[src/design/rmq_div.sv]
// Pipelined restoring divider lane, one quotient bit per stage.
module rmq_div #(
	parameter int NW = 37,
	parameter int SW = 19
) (
	input  logic clk,
	input  logic en,
	input  logic [SW:0] d_i,
	input  logic [NW-1:0] n_i,
	output logic [NW-1:0] q_o
);
	localparam int DRW = SW + 3;

	logic [SW:0] d_s [NW];
	logic [NW-1:0] n_s [NW];
	logic [DRW-1:0] rem_s [NW];
	logic [NW-1:0] q_s [NW];

	for (genvar g = 0; g < NW; g++) begin : g_stage
		logic [SW:0] d_in;
		logic [NW-1:0] n_in, q_in;
		logic [DRW-1:0] rem_in, rem_sh, dx;
		logic ge;

		if (g == 0) begin : g_first
			assign d_in   = d_i;
			assign n_in   = n_i;
			assign rem_in = '0;
			assign q_in   = '0;
		end else begin : g_next
			assign d_in   = d_s[g-1];
			assign n_in   = n_s[g-1];
			assign rem_in = rem_s[g-1];
			assign q_in   = q_s[g-1];
		end

		assign rem_sh = {rem_in[DRW-2:0], n_in[NW-1]};
		assign dx     = {2'b00, d_in};
		assign ge     = (rem_sh >= dx);

		always_ff @(posedge clk) begin
			if (en) begin
				d_s[g]   <= d_in;
				n_s[g]   <= {n_in[NW-2:0], 1'b0};
				rem_s[g] <= ge ? (rem_sh - dx) : rem_sh;
				q_s[g]   <= {q_in[NW-2:0], ge};
			end
		end
	end

	assign q_o = q_s[NW-1];
endmodule

[config.mk]
export PLATFORM = sky130hd
export DESIGN_NAME = rmq_div
export DESIGN_NICKNAME = d
export VERILOG_FILES = /design/src/design/rmq_div.sv
export SDC_FILE = /design/constraint.sdc
export NUM_CORES = 2
export LEC_CHECK = 0
export BUFFER_PORTS_ARGS = -buffer_cell sky130_fd_sc_hd__buf_2
export CELL_PAD_IN_SITES_DETAIL_PLACEMENT = 1
export CELL_PAD_IN_SITES_GLOBAL_PLACEMENT = 2
export CORE_ASPECT_RATIO = 1.4
export CORE_MARGIN = 1
export CORE_UTILIZATION = 50
export DETAILED_ROUTE_END_ITERATION = 8
export PLACE_DENSITY = 0.86
export RECOVER_POWER = 50
export SYNTH_ARGS = -nofsm -noshare
export SYNTH_HDL_FRONTEND = slang
export SYNTH_MEMORY_MAX_BITS = 65536
export SYNTH_SLANG_ARGS = --single-unit
export TNS_END_PERCENT = 1
[constraint.sdc]
create_clock -name clk -period 6.1 [get_ports clk]
set_input_delay 0.915 -clock clk [delete_from_list [all_inputs] [get_ports clk]]
set_output_delay 0.915 -clock clk [all_outputs]
set_load 0.005 [all_outputs]
## Word-level counts from Yosys, hierarchy flattened

Memories as Yosys holds them, arrays and structs flattened.
Cells that the tools add are included.
W data, S select, Z words.

| storage, ports and cells | value |
|---|---|
| bits of input ports | 59 |
| bits in writable memories | 4255 |
| memories | 4 |
| bits in latches | 0 |
| output and inout bits | 37 |
| ROM bits | 0 |
| register bits | 0 |

| operators by class | value |
|---|---|
| div/mod/pow operators | 0 |
| reduce and logical (&&, ||, !) cells | 0 |
| magnitude comparators | 37 |
| add/sub/neg operators | 37 |
| multiply operators | 0 |
| mux-type cells | 39 |
| shifts and indexed selects | 0 |
| bitwise operators | 0 |
| equal/unequal tests | 0 |

Memories:

| memory | depth | bits a word | rd ports | clocked after memory_dff | write ports | RTL line | text |
|---|---|---|---|---|---|---|---|
| q_s | 37 | 37 | 37 | 0 | 37 | 17 | `logic [NW-1:0] q_s [NW];` |
| n_s | 37 | 36 | 36 | 0 | 37 | 15 | `logic [NW-1:0] n_s [NW];` |
| rem_s | 37 | 22 | 36 | 0 | 37 | 16 | `logic [DRW-1:0] rem_s [NW];` |
| d_s | 37 | 20 | 36 | 0 | 37 | 14 | `logic [SW:0] d_s [NW];` |

Operator list:

| cell | count |
|---|---|
| $mux W22 | 37 |
| $ge A22 B20 Y1 | 36 |
| $sub A22 B20 Y22 | 36 |
| $sub A1 B20 Y21 | 1 |
| $ge A1 B20 Y1 | 1 |
| $mux W1 | 2 |

## Longest topological paths before layout

An unclocked memory read counts as a cell.

| logic depth | value |
|---|---|
| word-level depth | 3 |
| gate-level depth with buffers | 15 |
| gate-level depth less buffers | 13 |

## Least setup slack after synthesis

Ideal clock, no wire load.

| timing path | value |
|---|---|
| path type | register to register |
| start point | memory n_s[1][35] (netlist bit) |
| end point | memory rem_s[1][37] (netlist bit) (data pin) |
| cell stages (with the launch flop) | 15 |
| required time | 5.840 ns |
| clock period less this slack | 3.288 ns |
| setup time | 0.260 ns |
| slack | 2.812 ns |
| arrival time | 3.028 ns |
| path buffers | 2 |
| path through | edfxtp_1 > inv_1 > ha_1 > inv_1 > fa_1 > a211oi_2 > o21ai_1 > a21oi_2 > o31ai_2 > a211o_1 > a21o_1 > a2111o_1 > buf_6 > buf_6 > mux2_4 |

RTL lines:

| item | RTL line |
|---|---|
| start, declared | 15 |
| end, declared | 16 |

==> impl_metrics.csv <==
group,metric,value,unit
status,status,"complete, but fails checks",
clocking,cts_max_level,5,
synth,synth_cells,9677,
detailed_routing,drc,0,
floorplanning,ios,96,
final_layout,syn_to_final_growth,10.92,%
detailed_routing,vias,75670,
synth,yosysSeqAreaShare,65.79,%
timing,slew_headroom,-195.4,%
final_layout,final_cell_count_no_fill,13650,
global_routing,grt_overflow_total,0,
synth,syn_area,0.1299,mm2
final_layout,final_net_count,10790,
critical_path,crit_path_end_kind,"flop",
detailed_routing,drt-total-wl,291.7,mm
global_routing,grt.total_usage,22.18,%
min_path,hp-class,"in2reg",
synth,yosysWarnings,0,
floorplanning,die_w,432.7,um
clocking,cts_buffer_depth,4,
final_layout,drive_gt1_share,7.976,%
critical_path,crit_path_max_fanout,112,
timing,final.setup.worst_slack,1302,ps
clocking,cts_tree,"yes",
floorplanning,dieArea,0.2618,mm2
critical_path,cpPeakStageDelay,2730,ps
synth,synth_edf_count,2845,
detailed_routing,drt_iter0_markers,3853,
synth,synth_cell_types,97,
final_layout,fillers,25360,
critical_path,cp.arrival,5250,ps
clocking,hold_buffers,0,
critical_path,required,6550,ps
global_routing,antenna_found_initial,9,
critical_path,crit_slowest_cell,"clkbuf_2",
critical_path,critPathLaunchType,"input port",
floorplanning,core_area,0.2585,mm2
timing,hold_viol_final,0,
status,violations,"max-capacitance violations, max-slew violations",
detailed_routing,post_drt_wl_per_cell,21.37,um
clocking,cts_resized,0,
synth,synth.net_count,10490,
timing,worst_pin_slew,4431,ps
clocking,cts.sinks,2845,
placement,placed_cells,13130,
placement,hpwl,212.5,mm
timing,period_minus_slack,4798,ps
timing,finalCritPeriodShare,78.66,%
power,p_leak,55.50,nW
timing,clock.fmax,208.4,MHz
global_routing,grt_max_degree,173,
synth,avgSynthCellArea,13.42,um2
clocking,cts_root_buf,"clkbuf_16",
timing,drv_slew,129,
clocking,post_cts_buffers,0,
synth,synth.ff_latch_count,2845,
timing,rsz0062_at_grt,"false",
placement,pre_cts_slack,1887,ps
job,max_cap_viol_count,2,
detailed_routing,drtAntennaViolNets,0,
critical_path,crit_chain,"clkbuf_2 > clkbuf_1",
synth,synth_ff_type,"edfxtp_1",
critical_path,crit_buf_inv,2,
floorplanning,die_h,605,um
clocking,clk_pin_slew,60,ps
global_routing,first_global_vias,81870,
global_routing,grt_pass1_wl,453.7,mm
floorplanning,num_rows,221,
power,power_density,506.7,mW/mm2
synth,synth-async-reset-ratio,0,%
timing,finalSetupTns,0,ps
detailed_routing,vias_per_cell,5.542,
placement,routabilityCongestion,0.8795,
power,peakVddDrop,0.0002573,V
critical_path,critPathKind,"in2reg",
placement,portBuffers,95,
clocking,clk_latency,870,ps
timing,finalSetupViolCount,0,
timing,fin_skew,48.47,ps
clocking,cts_buffers,291,
final_layout,fin_util,55.72,%
critical_path,crit_family,"buffers and inverters",
detailed_routing,first_pass_iters,5,
floorplanning,start_util,50.23,%
-- cells in the final DEF, fill, tap and decap left out, types with 39 or more instances in the layout --
| cell | netlist | layout |
|---|---|---|
| a21o_1 | 313 | 313 |
| a21oi_1 | 756 | 748 |
| a31oi_1 | 84 | 81 |
| and3_1 | 64 | 64 |
| buf_2 | 55 | 70 |
| buf_4 | 5 | 43 |
| clkbuf_1 | 93 | 81 |
| clkbuf_16 | 0 | 297 |
| clkinv_1 | 0 | 47 |
| clkinv_2 | 0 | 45 |
| edfxtp_1 | 2845 | 2845 |
| ha_1 | 722 | 722 |
| inv_1 | 950 | 950 |
| mux2_2 | 177 | 177 |
| nand2_1 | 590 | 590 |
| nand2b_1 | 85 | 85 |
| nand3_1 | 122 | 122 |
| nand4_1 | 93 | 93 |
| nor2_1 | 530 | 529 |
| nor2b_1 | 86 | 86 |
| nor3_1 | 127 | 127 |
| o211ai_1 | 39 | 39 |
| o21a_1 | 80 | 80 |
| o21ai_0 | 555 | 555 |
| o21bai_1 | 106 | 106 |
| o31ai_1 | 40 | 40 |
| or3_1 | 39 | 39 |
| xnor2_1 | 343 | 343 |
| xor2_1 | 246 | 246 |
-- flip-flops by register name, indices dropped and copies added, names as in the netlist --
name / cells
rem_s: 756
q_s: 703
n_s: 666
d_s: 720
-- area by class of cell --
cell class	count	area [um2]	share of cell area, %
diodes	16	40.04	0.02780
multi-input cells	5713	40180	27.89
clock inverters	161	1708	1.186
clock buffers	343	7605	5.279
inverters	950	3566	2.476
repair buffers	169	1195	0.8295
flip-flops and latches	2845	85430	59.31
well taps	3456	4324	3.002
-- cell usage after synthesis (25+ instances only) --
cell	instances	area [um2]
clkbuf_1	93	349.1
and3_1	64	400.4
mux2_2	177	1993
and2_1	38	237.7
nand4_1	93	581.8
nand3_1	122	610.6
a31oi_1	84	525.5
a211oi_1	38	285.3
o31ai_1	40	300.3
o211ai_1	39	292.8
a21o_1	313	2350
nor3_1	127	635.6
nand2b_1	85	531.8
inv_1	950	3566
nor4_1	30	187.7
ha_1	722	9034
mux2i_1	26	260.3
o21bai_1	106	795.8
or3_1	39	244.0
nor2b_1	86	538.0
or2_2	30	187.7
fa_1	35	700.7
nor2_1	530	1989
edfxtp_1	2845	85430
buf_2	55	275.3
o21a_1	80	600.6
xnor2_1	343	3004
nand2_1	590	2215
a21oi_1	756	3784
o21ai_0	555	2778
a21boi_0	25	187.7
xor2_1	246	2155
-- cell families after synthesis --
| family | after synthesis | share of synthesized area (%) |
|---|---|---|
| buffers and inverters | 1119 | 3.337 |
| adders and majority gates | 757 | 7.496 |
| xor gates and xnor gates | 589 | 3.972 |
| and+or+nand+nor | 1885 | 6.778 |
| DFF | 2845 | 65.79 |
| AOI/OAI and AO/OA | 2273 | 10.83 |
| muxes | 209 | 1.799 |
-- final timing paths --
path / startpoint / to / slack (ps) / cells past startpoint
min reg2reg: n_s[3][106] / n_s[3][143] / 380 / 0
max reg2reg: n_s[2][107] / rem_s[2][67] / 1920 / 13
min: n_i[7] / n_s[0][7] / 220 / 1
max: en / d_s[5][1] / 1300 / 2
-- report_power, final --
group | total [W] | internal [W] | switching, W
combinational | 0.0259 | 0.0109 | 0.0149
clock | 0.0177 | 0.0103 | 0.00742
sequential | 0.0295 | 0.0270 | 0.00251
-- per-stage QoR --
step / hold WS (ps) / total power, W / cell area [um2]
2_1_floorplan: 400.3 / 0.04787 / 129900
3_3_place_gp: 400.2 / 0.05447 / 134800
3_5_place_dp: 405.2 / 0.05558 / 134800
4_1_cts: 136.1 / 0.07369 / 144100
5_1_grt: 163.6 / 0.07730 / 144000
6_report: 215.6 / 0.07299 / 144000
-- layer usage --
metal / up-vias / wire length [um] / share of wire [%] / GRT usage, %
li1: 36320 / - / - / -
met1: 37600 / 105700 / 36 / 22.87
met2: 1090 / 164100 / 56 / 43.59
met3: 661 / 7594 / 2.6 / 2.627
met4: 2 / 14310 / 4.9 / 10.63
met5: - / 10 / 0.0034 / 0
Power figures use the tool's default switching activity.
