## src/design/rmq_pkg.sv

```systemverilog
// Shared types and constants for the rotation matrix to quaternion unit.
package rmq_pkg;

	localparam int FRAC_BITS_DEF  = 16;
	localparam int DATA_WIDTH_DEF = 20;

	typedef enum logic [1:0] {
		CASE_TRACE = 2'd0,
		CASE_X     = 2'd1,
		CASE_Y     = 2'd2,
		CASE_Z     = 2'd3
	} case_t;

	typedef struct packed {
		logic  valid;
		case_t sel;
		logic  degen;
	} ctl_t;

endpackage

```

## src/design/rmq_front.sv

```systemverilog
// Branch select, radicand and numerator stage.
module rmq_front import rmq_pkg::*; #(
	parameter int DW   = DATA_WIDTH_DEF,
	parameter int FRAC = FRAC_BITS_DEF,
	parameter int RW   = 23,
	parameter int MW   = 21
) (
	input  logic clk,
	input  logic arst_n,
	input  logic en,
	input  logic vld,
	input  logic signed [DW-1:0] m00, m01, m02, m10, m11, m12, m20, m21, m22,
	output ctl_t ctl_s1,
	output logic [RW-2:0] rad_s1,
	output logic [MW-1:0] mag_s1 [3],
	output logic [2:0] neg_s1
);
	logic signed [RW-1:0] a00, a11, a22, tr, rad, one;
	logic signed [MW-1:0] n [3];
	case_t sel;

	assign a00 = RW'(m00);
	assign a11 = RW'(m11);
	assign a22 = RW'(m22);
	assign one = RW'(1) <<< FRAC;
	assign tr  = a00 + a11 + a22;

	always_comb begin
		if (tr > 0) begin
			sel  = CASE_TRACE;
			rad  = tr + one;
			n[0] = MW'(m21) - MW'(m12);
			n[1] = MW'(m02) - MW'(m20);
			n[2] = MW'(m10) - MW'(m01);
		end else if (a00 > a11 && a00 > a22) begin
			sel  = CASE_X;
			rad  = one + a00 - a11 - a22;
			n[0] = MW'(m21) - MW'(m12);
			n[1] = MW'(m01) + MW'(m10);
			n[2] = MW'(m02) + MW'(m20);
		end else if (a11 > a22) begin
			sel  = CASE_Y;
			rad  = one + a11 - a00 - a22;
			n[0] = MW'(m02) - MW'(m20);
			n[1] = MW'(m01) + MW'(m10);
			n[2] = MW'(m12) + MW'(m21);
		end else begin
			sel  = CASE_Z;
			rad  = one + a22 - a00 - a11;
			n[0] = MW'(m10) - MW'(m01);
			n[1] = MW'(m02) + MW'(m20);
			n[2] = MW'(m12) + MW'(m21);
		end
	end

	always_ff @(posedge clk or negedge arst_n) begin
		if (!arst_n) begin
			ctl_s1 <= '{valid: 1'b0, sel: CASE_TRACE, degen: 1'b0};
		end else if (en) begin
			ctl_s1 <= '{valid: vld, sel: sel, degen: (rad <= 0)};
		end
	end

	always_ff @(posedge clk) begin
		if (en) begin
			rad_s1 <= (rad < 0) ? '0 : rad[RW-2:0];
			for (int k = 0; k < 3; k++) begin
				neg_s1[k] <= n[k][MW-1];
				mag_s1[k] <= n[k][MW-1] ? MW'(-n[k]) : MW'(n[k]);
			end
		end
	end
endmodule

```

## config.mk

```make
export PLATFORM = sky130hd
export DESIGN_NAME = rmq_front
export DESIGN_NICKNAME = d
export VERILOG_FILES = /design/src/design/rmq_pkg.sv /design/src/design/rmq_front.sv
export SDC_FILE = /design/constraint.sdc
export NUM_CORES = 1
export LEC_CHECK = 0
export BUFFER_PORTS_ARGS = -buffer_cell sky130_fd_sc_hd__buf_2
export CORE_UTILIZATION = 60
export DETAILED_ROUTE_END_ITERATION = 7
export PLACE_DENSITY = 0.82
export SYNTH_ARGS = -nofsm -noshare
export SYNTH_HDL_FRONTEND = slang
export SYNTH_SLANG_ARGS = --single-unit
export TNS_END_PERCENT = 50
```

## constraint.sdc

```tcl
create_clock -name clk -period 1.45 [get_ports clk]
set_input_delay 0.0725 -clock clk [delete_from_list [all_inputs] [get_ports clk]]
set_output_delay 0.0725 -clock clk [all_outputs]
set_load 0.01 [all_outputs]
```

==> impl_results.md, run 1 <==
* Status: stopped before the end
* Stopped at: global routing
* Err: [ERROR GRT-0116] Global routing finished with congestion. Check the congestion regions in the DRC Viewer.
* Post-synthesis net count at 3220
* EDFF count, synth at 88
* Final GP Congestion at between 1 and 1.5
* Syn Inst Count at between 2000 and 3000
* Vias in the first global route at 38300
* Ys flop type: edfxtp_1
* I/O Pins at 276
* Synth top area share at 0.221
* Ys Warns at 0
* Clock Tree Buf Depth at 2
* Post-synthesis cell area at about 21000 sq um
* Top cells by area, synth: ha_1 (22%), edfxtp_1 (12%), fa_1 (8.5%)
* CTS sink count at 92
* Synth Register Bits at slightly above 90
* First-pass GRT wire length at 261 mm
* Ys async rst share at 0.0435
* Largest net degree at the start of global routing at 27
* Root Buffer: clkbuf_16
* PortBufs at between 200 and 300
* Die height at roughly 190 um
* Cts bufs inserted at 9
* GRT Util Overall at 0.924
* Die width at 191 um
* Seq/Total Area, Yosys at 0.128
* Placement Rows at 68
* Gr ovfl total at 1583
* Avg Cell Area, Syn at 8.38 sq um
* Netlist cell types at 104
* H-tree depth at 3
* DP HPWL at 82.9 mm
* Leading area contributor after synthesis: ha_1
* Starting density of the core at 0.616
per-stage QoR:
| stage | cells | area (sq um) | setup TNS [ns] | setup WS, ns |
|---|---|---|---|---|
| 2_1_floorplan | 2566 | 21600 | -270.83 | -3.69 |
| 3_5_place_dp | 4140 | 30200 | -347.26 | -4.15 |
| 3_3_place_gp | 4140 | 30200 | -318.96 | -3.76 |
| 4_1_cts | 4197 | 31800 | -272.69 | -3.33 |
routing by layer:
metal  track usage  overflow
met1         0.845        35
met2          1.12      1070
met3         0.799        36
met4          1.01       437
met5         0.556         5
cells in the mapped netlist, types with 31 or more instances:
master    count
o21ai_0     120
a21o_1       42
nor3_1       60
edfxtp_1     88
ha_1        379
fa_1         91
clkbuf_1     51
a211oi_1     41
inv_1       242
a21oi_1     215
nor2b_1      42
a31oi_1      36
xnor2_1     148
nor2_1      183
o21bai_1     31
nand3_1      45
nand2_1     145
mux2i_1      56
xor2_1       63
cell families after synthesis:
kind of cell	Yosys count	share of synthesized area
AOI/OAI and AO/OA	703	0.218
and+or+nand+nor	669	0.158
adders and majority gates	470	0.305
buffers and inverters	339	0.0650
xor gates and xnor gates	211	0.0860
DFF	92	0.128
muxes	82	0.0400
what timing repair did:
item	in CTS
gates resized for setup	164
cloned	7
hold buffers	2
endpoints found under the hold margin	5
setup endpoints to repair	91
pin swaps	43
buffers inserted	34
==> run 2, diff against run 1 <==
Settings changed: CORE_UTILIZATION 60 to 40, PLACE_DENSITY 0.82 to unset, PLACE_DENSITY_LB_ADDON set to 0.15.
==> run 2 against run 1 <==
  * The flow now finishes, with violations (DRC, setup timing)
  * Synthesized cell count is the same
  * Area after synthesis did not move
==> impl_results.md, run 2 <==
* Ys Warns at 0 (unchanged)
* Root Buffer: clkbuf_16
* Most frequent CP cell: buf_6
* Slew Limit Fails at 0
* GRT Max-Usage Layer: met2
* First-pass GRT wire length at 140 mm
* Status: finished, violations left
* DRT iter0 DRCs at 1504
* Buf+Inv Stages, Crit Path at 8
* Tot Pwr at 37.1 mW
* Ys flop type: edfxtp_1
* Critical Path AT at ~5.1 ns
* ANT nets after route at 0
* DR vias at 24300
* Initial antenna violation count at 2
* Worst hold slack at ~0.081 ns
* Setup CP Type: in -> reg
* Met1 Track Usage GR at 0.390
* Met2 usage at 0.626
* RSZ-0062 raised after global routing: yes
* Post-synthesis net count at 3220 (unchanged)
* Worst min-delay path class: in -> reg
* Largest registers: mag_s1: 63 flops, rad_s1: 22 flops, ctl_s1: 4 flops
* Slew at the pin with the worst max-slew slack at 1.02 ns
* PwrDens at 1120 nW/um^2
* Max reg flops at 63
* Placed insts at 4486 (+8.4%)
* Worst path slowest cell: or4_4
* H-tree depth at 3 (unchanged)
* Met3 Resource Use GR at 0.0283
* Worst reg2reg path depth at 1
* Leading area contributor after synthesis: ha_1
* Final worst slack at -3.56 ns
* Pleak at about 17 nW
* Die width at 234 um (+22%)
* Fill count at 4705
* Placed instance area at 31400 sq um (+3.8%)
* Worst-Skew Late Latency at 0.40 ns
* Count leader, synth: ha_1
* Die footprint at 54700 sq um
* DP HPWL at 80.1 mm (-3.4%)
* VDD IR max at 0.640 mV
* Crit-path leading delay family: simple AND/OR/NAND/NOR gates
* DRC at 14
* Seq/Total Area, Yosys at 0.128 (unchanged)
* Final setup violation count at 91
* DR WL/cell at 20.5 um
* Setup crit end kind: register
* Layout cell share with drive strength beyond 1 at 0.412
* Vias in the first global route at about 25000
* Ys async rst share at 0.0435 (unchanged)
* WP depth at 29
* Final GP Congestion at 1.01 (-7.2%)
* Final min period at 5.01 ns
* Detailed Routing Iterations Pass 1 at 8
* Fin Clk Skew at 0 ns
* CTS tree: yes
* Netlist cell types at 104 (unchanged)
* Most frequent cells in the layout: buf_4 (1067), ha_1 (372), buf_2 (272)
* RR Endpoint: ctl_s1[2]
* Post-Layout Cell Count at ~4600
* Failing checks: DRC, setup timing
* PortBufs at 275 (unchanged)
* Area Growth Syn to Fin at 54.2%
* R2r setup slk at 0.67 ns
* Placement Rows at 84 (+24%)
* Critical Path Max Stage Delay at 0.60 ns
* Reg with most FFs: mag_s1
* Startpoint Class: input port
* Gr ovfl total at 0
* Final Hold Viols at 0
* Vias per cell at about 5.3
* CP max FO at 8
* Post-layout util at 0.627
* Pre-CTS WS at -4.22 ns (-0.0631 ns)
* Worst setup path end: mag_s1[52]
* Synth Register Bits at 92 (unchanged)
* Starting density of the core at 0.407 (-0.210)
* Avg Cell Area, Syn at 8.38 sq um (unchanged)
* F_max at 0.200 GHz
* Syn Inst Count at 2566 (unchanged)
* Tcrit/Tclk final at 3.45
* # diodes at 0
* Crit. Startpoint: m00[1]
* Die height at 234 um (+22%)
* CTS sink count at 92 (unchanged)
* GRT Util Overall at 0.337
* Largest net degree at the start of global routing at 48
* Post-synthesis cell area at 21500 sq um (unchanged)
* Max Cap Viol at 0
* Post-synth top cells: ha_1 (379), inv_1 (242), a21oi_1 (215)
* Setup TNS at -304.15 ns
* R2R Path Start: ctl_s1[2]
* Clk slew on worst S/H paths at 0.09 ns
* Slew HR at 0.321
* Area of the core at ~53000 sq um
* Critical Path RT at between 1.5 and 2 ns
* Routed Wire Length at 93.5 mm
* I/O Pins at 276 (unchanged)
* EDFF count, synth at 88 (unchanged)
* Clock Tree Buf Depth at 2 (unchanged)
* Commonest non-fill, non-tap cell in the layout: buf_4
* Synth top area share at 0.221 (unchanged)
* NumNets Final at 4530
* Cts bufs inserted at 9 (unchanged)
* Final Cell Area at 33100 sq um
* Top cells by area, synth: ha_1 (22%), edfxtp_1 (12%), fa_1 (8.5%)
==> run 2: cell counts after synthesis <==
Identical to the previous run, type by type.
==> run 2: power by group <==
part	switching, mW	leakage [nW]	internal, mW
Combinational	14.9	15.5	14.2
Sequential	0.875	0.909	4.48
Clock	1.40	0.145	1.21
Total	17.2	16.5	19.9
==> run 2: repair_timing <==
action,4_1_cts,5_1_grt
buffers inserted,31,25
hold endpoints to repair,5,0
setup endpoints to repair,91,91
cloned,7,2
hold buffers,4,0
resized for setup,110,63
pin swaps,35,35
==> run 2: cells by family (layout without fill, tap and decap cells) <==
logic type	count (synthesis)	after routing	share of synthesized area
AO/OA/AOI/OAI	703	706	0.218
AND/OR/NAND/NOR	669	670	0.158
adder cells (fa/ha/maj)	470	470	0.305
buffers and inverters	339	1650	0.0650
XOR/XNOR	211	211	0.0860
flip-flops	92	92	0.128
multiplexers	82	82	0.0400
==> run 2: layout make-up <==
class / instances / area [sq um] / share of cell area
Clock inverter: 7 / 62.6 / 0.00189
Multi-Input combinational cell: 2139 / 18200 / 0.548
Timing Repair Buffer: 1389 / 10100 / 0.306
Tap cell: 688 / 861 / 0.0260
Inverter: 245 / 927 / 0.0280
Clock buffer: 9 / 225 / 0.00680
Sequential cell: 92 / 2740 / 0.0828
==> run 2: worst min-delay path by stage <==
stage / end / cells past startpoint / from
after floorplan: ctl_s1[0] / 0 / arst_n
after global placement: ctl_s1[3] / 1 / arst_n
after detailed placement: ctl_s1[3] / 1 / arst_n
after CTS: rad_s1[18] / 1 / en
after global routing: rad_s1[21] / 1 / en
final: rad_s1[21] / 1 / en
==> run 2: layer usage <==
metal / share of wire / up-vias
li1: - / 11800
met1: 0.40 / 11600
met2: 0.51 / 738
met3: 0.043 / 199
met4: 0.047 / 2
met5: 0.00014 / -
(Power assumes the default switching activity.)
