**src/design/rmq_pkg.sv**
```systemverilog
// Shared types and constants for the rotation matrix to quaternion unit.
package rmq_pkg;

	localparam int FRAC_BITS_DEF  = 16;
	localparam int DATA_WIDTH_DEF = 20;

	typedef enum logic [1:0] {
		CASE_TRACE = 2'd0,
		CASE_X     = 2'd1,
		CASE_Y     = 2'd2,
		CASE_Z     = 2'd3
	} case_t;

	typedef struct packed {
		logic  valid;
		case_t sel;
		logic  degen;
	} ctl_t;

endpackage

```
**src/design/rmq_sqrt.sv**
```systemverilog
// Pipelined restoring square root, one root bit per stage.
module rmq_sqrt import rmq_pkg::*; #(
	parameter int XW  = 38,
	parameter int SBW = 66,
	localparam int SW = (XW + 1) / 2
) (
	input  logic clk,
	input  logic arst_n,
	input  logic en,
	input  ctl_t ctl_i,
	input  logic [XW-1:0] x_i,
	input  logic [SBW-1:0] sb_i,
	output ctl_t ctl_o,
	output logic [SW-1:0] root_o,
	output logic [SBW-1:0] sb_o
);
	localparam int PW  = 2 * SW;
	localparam int RMW = SW + 3;

	ctl_t ctl_s [SW];
	logic [PW-1:0] x_s [SW];
	logic [RMW-1:0] rem_s [SW];
	logic [SW-1:0] root_s [SW];
	logic [SBW-1:0] sb_s [SW];

	for (genvar g = 0; g < SW; g++) begin : g_stage
		ctl_t ctl_in;
		logic [PW-1:0] x_in;
		logic [RMW-1:0] rem_in, rem_sh, trial;
		logic [SW-1:0] root_in;
		logic [SBW-1:0] sb_in;
		logic ge;

		if (g == 0) begin : g_first
			assign ctl_in  = ctl_i;
			assign x_in    = PW'(x_i);
			assign rem_in  = '0;
			assign root_in = '0;
			assign sb_in   = sb_i;
		end else begin : g_next
			assign ctl_in  = ctl_s[g-1];
			assign x_in    = x_s[g-1];
			assign rem_in  = rem_s[g-1];
			assign root_in = root_s[g-1];
			assign sb_in   = sb_s[g-1];
		end

		assign rem_sh = {rem_in[RMW-3:0], x_in[PW-1 -: 2]};
		assign trial  = {1'b0, root_in, 2'b01};
		assign ge     = (rem_sh >= trial);

		always_ff @(posedge clk or negedge arst_n) begin
			if (!arst_n) begin
				ctl_s[g] <= '{valid: 1'b0, sel: CASE_TRACE, degen: 1'b0};
			end else if (en) begin
				ctl_s[g] <= ctl_in;
			end
		end

		always_ff @(posedge clk) begin
			if (en) begin
				x_s[g]    <= {x_in[PW-3:0], 2'b00};
				rem_s[g]  <= ge ? (rem_sh - trial) : rem_sh;
				root_s[g] <= {root_in[SW-2:0], ge};
				sb_s[g]   <= sb_in;
			end
		end
	end

	assign ctl_o  = ctl_s[SW-1];
	assign root_o = root_s[SW-1];
	assign sb_o   = sb_s[SW-1];
endmodule

```
**config.mk**
```make
export PLATFORM = sky130hd
export DESIGN_NAME = rmq_sqrt
export DESIGN_NICKNAME = d
export VERILOG_FILES = /design/src/design/rmq_pkg.sv /design/src/design/rmq_sqrt.sv
export SDC_FILE = /design/constraint.sdc
export NUM_CORES = 2
export LEC_CHECK = 0
export ABC_CLOCK_PERIOD_IN_PS = 7600
export BUFFER_PORTS_ARGS = -buffer_cell sky130_fd_sc_hd__buf_2
export CAP_MARGIN = 25
export CORE_MARGIN = 4
export CORE_UTILIZATION = 66
export DETAILED_ROUTE_END_ITERATION = 7
export PLACE_DENSITY = 0.83
export SLEW_MARGIN = 20
export SYNTH_ARGS = -nofsm -noshare
export SYNTH_HDL_FRONTEND = slang
export SYNTH_SLANG_ARGS = --single-unit
```
**constraint.sdc**
```tcl
create_clock -name clk -period 7.6 [get_ports clk]
set_clock_uncertainty 0.1 [all_clocks]
set_input_delay 0.76 -clock clk [delete_from_list [all_inputs] [get_ports clk]]
set_output_delay 0.76 -clock clk [all_outputs]
set_load 0.03 [all_outputs]
```
# Word-level counts from Yosys, hierarchy flattened
# Memories as Yosys holds them, arrays and structs flattened.
# Index checks and enable logic that the tools add are counted.
dict set report word_totals {
  register_bits 76
  ramBits 2717
  in_bits 111
  word_cells 120
  memories 4
}
dict set report op_classes {
  add_sub_neg 19
  n_lt_le_gt_ge 19
  muxes 21
}
# name depth width rd rd_clocked_by_memory_dff write_ports line_no
set mem_list {}
lappend mem_list {sb_s 19 66 19 0 19 rmq_sqrt.sv:24} ;# logic [SBW-1:0] sb_s [SW];
lappend mem_list {x_s 19 36 18 0 19 rmq_sqrt.sv:21} ;# logic [PW-1:0] x_s [SW];
lappend mem_list {rem_s 19 22 18 0 19 rmq_sqrt.sv:22} ;# logic [RMW-1:0] rem_s [SW];
lappend mem_list {root_s 19 19 19 0 19 rmq_sqrt.sv:23} ;# logic [SW-1:0] root_s [SW];
# cell n
set ops {}
lappend ops {{$mux 22} 19}
lappend ops {{$ge 22x21->1} 18}
lappend ops {{$sub 22x21->22} 18}
lappend ops {{$sub 2x1->3 const B} 1}
lappend ops {{$ge 2x1->1 const B} 1}
lappend ops {{$mux 1} 2}

# Logic depth before layout (Yosys ltp)
# An unclocked memory read counts as a cell.
dict set report logic_depth {
  depth_word 3
  mapped_depth 13
  mapped_depth_nobuf 12
}

# Worst setup path after synthesis
# Ideal clock, no wire load.
dict set report synth_path {
  kind {register -> register}
  from {mem rem_s[16][14] (netlist name)}
  to {mem rem_s[17][15] (netlist name) (data pin)}
  setup_ps 260
  arrival_ps 2482
  t_required_ps 7240
  path_slack_ps 4758
  stages_incl_launch_ff 11
  path_cell_list {edfxtp_1 -> ha_1 -> clkbuf_1 -> nand4_1 -> nor2_1 -> nand3_1 -> o21ai_0 -> o21ai_0 -> o211ai_1 -> clkbuf_1 -> mux2_2}
}
# item line_no
set synth_rtl {}
lappend synth_rtl {{from (decl)} rmq_sqrt.sv:22}

==> results.yml <==
setup_path:
  r2r-start: "rem_s[2][0]"
  cp_slowest_stage_delay_ns: 0.64
  cpMostUsedCell: "sky130_fd_sc_hd__nand4_1"
  crit_required_ns: 8.02
  r2r_end: "rem_s[3][15]"
  kind_of_start_point_of_the_critical_path: "flop"
  cp_cell_sequence: "ha_1 -> nor2b_1 -> o21a_1 -> o21ai_0 -> nand4_1 -> nand4_1 -> or2_1 -> nor3_2 -> xor2_1"
  critical_path_peak_fanout: 13
  worstRegToRegCells: 9
  critical_path_end_type: "flop"
  critical_path.slowest_cell: "sky130_fd_sc_hd__nand4_1"
  setup.worst_path.class: "reg -> reg"
  worst-r2r-setup-slack_ns: 4.09
  worst-endpoint-arrival_ns: 3.93
detailed_routing:
  dr.pass1.iters: 5
  detailroute.via_count: 37500
  drt_first_iter_violations: 2896
  routed_wl_um: 127000
  drc: 0
  final_antenna_net_count: 0
  routed_wire_length_per_instance_um: 19.0
  post_drt_via_cell_ratio: 5.59
final_layout:
  filler_cell_count: 6567
  area.sequential_sq_mm: 0.0657
  multi_input_area_sq_mm: 0.0136
  final_core_util_pct: 75.8
  final_layout_size_suffix_gt1_share_pct: 13.2
  fin_nets: 5236
  area_growth_syn_to_layout_pct: 13.3
  finalNonFillerCells: 6699
yosys:
  syn-cell-area_sq_mm: 0.0805
  post_synth_xor_area_fraction_pct: 2.77
  synth_compound_gate_area_share_pct: 4.49
  synthTopCellsByArea: "sky130_fd_sc_hd__edfxtp_1 79%, sky130_fd_sc_hd__ha_1 3.3%, sky130_fd_sc_hd__dfrtp_1 2.4%"
  synth_area_leader: "sky130_fd_sc_hd__edfxtp_1"
  mappedNetlistNets: 4755
  post_syn_instances: 4434
  simple_gate_share_of_the_synthesized_area_pct: 4.84
  synth-edff-count: 2123
  number_of_synthesized_register_bits: 2199
  post_synth_most_frequent_cells: "2,123 x sky130_fd_sc_hd__edfxtp_1, 255 x sky130_fd_sc_hd__inv_1, 210 x sky130_fd_sc_hd__ha_1"
  avgSynthCellArea_sq_um: 18.2
  synthesis.yosys.warnings: 0
  yosysTopAreaCellShare_pct: 79.2
  dominant_combinational_cell_family_by_area_after_synthesis: "simple AND/OR/NAND/NOR gates"
  muxShareOfSynthArea_pct: 1.56
  post-synth-top-count-cell: "sky130_fd_sc_hd__edfxtp_1"
  post_synth_fa_ha_maj_area_fraction_pct: 3.26
  synth_top_flop_cell: "sky130_fd_sc_hd__edfxtp_1"
  yosysSeqAreaShare_pct: 81.6
  synthArstFlopShare_pct: 3.46
  synthDistinctLibCells: 89
pwr:
  p_leak_uw: 0.0334
  ir_drop_v: 0.000406
  fin_total_pwr_uw: 27600
  powerDensity_mw_per_mm2: 303
timing:
  fin_setup_tns_ns: 0
  period_share_pct: 46.2
  drv_slew: 0
  finalWorstPathRequiredPeriod_ns: 3.51
  worst_pin_slew_ns: 1.26
  setup_ws_ns: 4.09
  final-setup-viol-count: 0
  max_freq_mhz: 285
  grt_setup_unrepaired: "false"
  finalHoldViolations: 0
  timing.slew.headroom_pct: 15.8
floorplanning:
  fp.dieArea_sq_mm: 0.128
  initial_utilization_pct: 66.8
  io_pins: 200
  std_cell_rows: 127
  die-width_um: 357
  core_sq_mm: 0.120
  die_height_um: 357
run_status:
  status: "completed"
grt:
  grt_first_pass_wirelength_um: 203000
  total_gr_overflow: 0
  grt_max_degree: 215
  antenna_violations_before_repair: 2
  first_global_vias: 38700
  globalRouteTotalUtil_pct: 20.3
placement:
  post-dp-hpwl_um: 68100
  placer_congestion: 0.952
  detailedPlace.worstSlack_ns: 4.28
  io_buffers: 199
  post-place-cells: 6223
clock_tree:
  postCtsSetupRepairBufs: 0
  cts_max_path_buffers: 3
  clk_pin_slew_ns: 0.06
  tritoncts: "built"
  ctsResizeCount: 0
  cts-hold-fix-buffers: 96
  number_of_clock_sinks: 2199
  clk_root_buffer_cell: "sky130_fd_sc_hd__clkbuf_16"
  number_of_buffers_inserted_during_clock_tree_synthesis: 202
  worst_skew_pair.late_latency_ns: 0.81
  cts_max_level: 4
hold_path:
  worst_hold_path.num_cells: 1
  hold_end: "x_s[0][3]"
  worstHoldStart: "x_i[3]"
  worst_hold_path_type: "in -> reg"
run:
  max-cap-violations: 0
-- metal layers --
metal	vias to the layer above	wire [um]	GRT usage [%]
met5	-	0	0
met4	0	3900	7.17
met3	278	5140	3.76
met2	942	70000	37.4
met1	18400	48400	23.9
li1	17800	-	-
-- cell type report --
cell class | count | area share, %
Antenna cell | 1 | 0.00274
Sequential cell | 2199 | 71.9
Inverter | 258 | 1.06
Tap cell | 1612 | 2.21
Clock inverter | 134 | 1.44
Clock buffer | 241 | 5.77
Multi-Input combinational cell | 1924 | 14.9
Timing Repair Buffer | 330 | 2.63
-- metrics by stage --
step / instance area (sq um) / hold WS (ns)
2_1_floorplan: 80500 / 0.300
6_report: 91200 / 0.0823
3_5_place_dp: 83600 / 0.305
5_1_grt: 91200 / 0.0123
3_3_place_gp: 83600 / 0.300
4_1_cts: 91200 / 0.00166
-- how the worst max path moves through the flow --
stage / startpoint / end / cells past startpoint
after floorplan: rem_s[16][14] / rem_s[17][15] / 10
after global placement: rem_s[14][0] / rem_s[15][8] / 8
after detailed placement: rem_s[9][0] / rem_s[10][15] / 9
after CTS: rem_s[2][0] / rem_s[3][15] / 9
after global routing: rem_s[2][0] / rem_s[3][15] / 9
final: rem_s[2][0] / rem_s[3][15] / 9
-- flip-flops by register name, indices dropped and copies added, names as in the netlist --
register  cells
sb_s       1254
x_s         342
rem_s       337
root_s      190
ctl_s        72
ctl_o         4
-- critical path, delay by kind of cell, from the launching register on --
kind	cells	cell delay, ns
adder cells (fa/ha/maj)	1	0.40
AO/OA/AOI/OAI	2	0.72
AND/OR/NAND/NOR	5	1.41
XOR/XNOR	1	0.15
flip-flops	1	0.43
-- placed cells by master, fill, tap and decap left out, drive strengths merged, types with 99 or more instances in the layout --
master,synthesis,final
xor2,110,110
o21ai,151,151
nor2,207,207
inv,258,264
nand2,191,191
ha,210,210
buf,24,233
a21oi,180,180
xnor2,145,145
edfxtp,2123,2123
mux2,107,107
clkinv,0,99
clkbuf,29,241
-- logic make-up (layout without fill, tap and decap cells) --
group,after synthesis,after routing
buf+inv,311,963
compound gates,579,579
simple gates,767,767
other cells,1,2
mux,112,112
xor+xnor,255,255
fa+ha+maj,210,210
flops,2199,2199
-- power by group --
group / total (uW) / internal (uW) / switching [uW]
Combinational: 2500 / 1080 / 1430
Clock: 9970 / 5590 / 4380
Sequential: 15100 / 14600 / 544
Total: 27600 / 21300 / 6350
No activity file was read; power rests on OpenSTA's default activity.
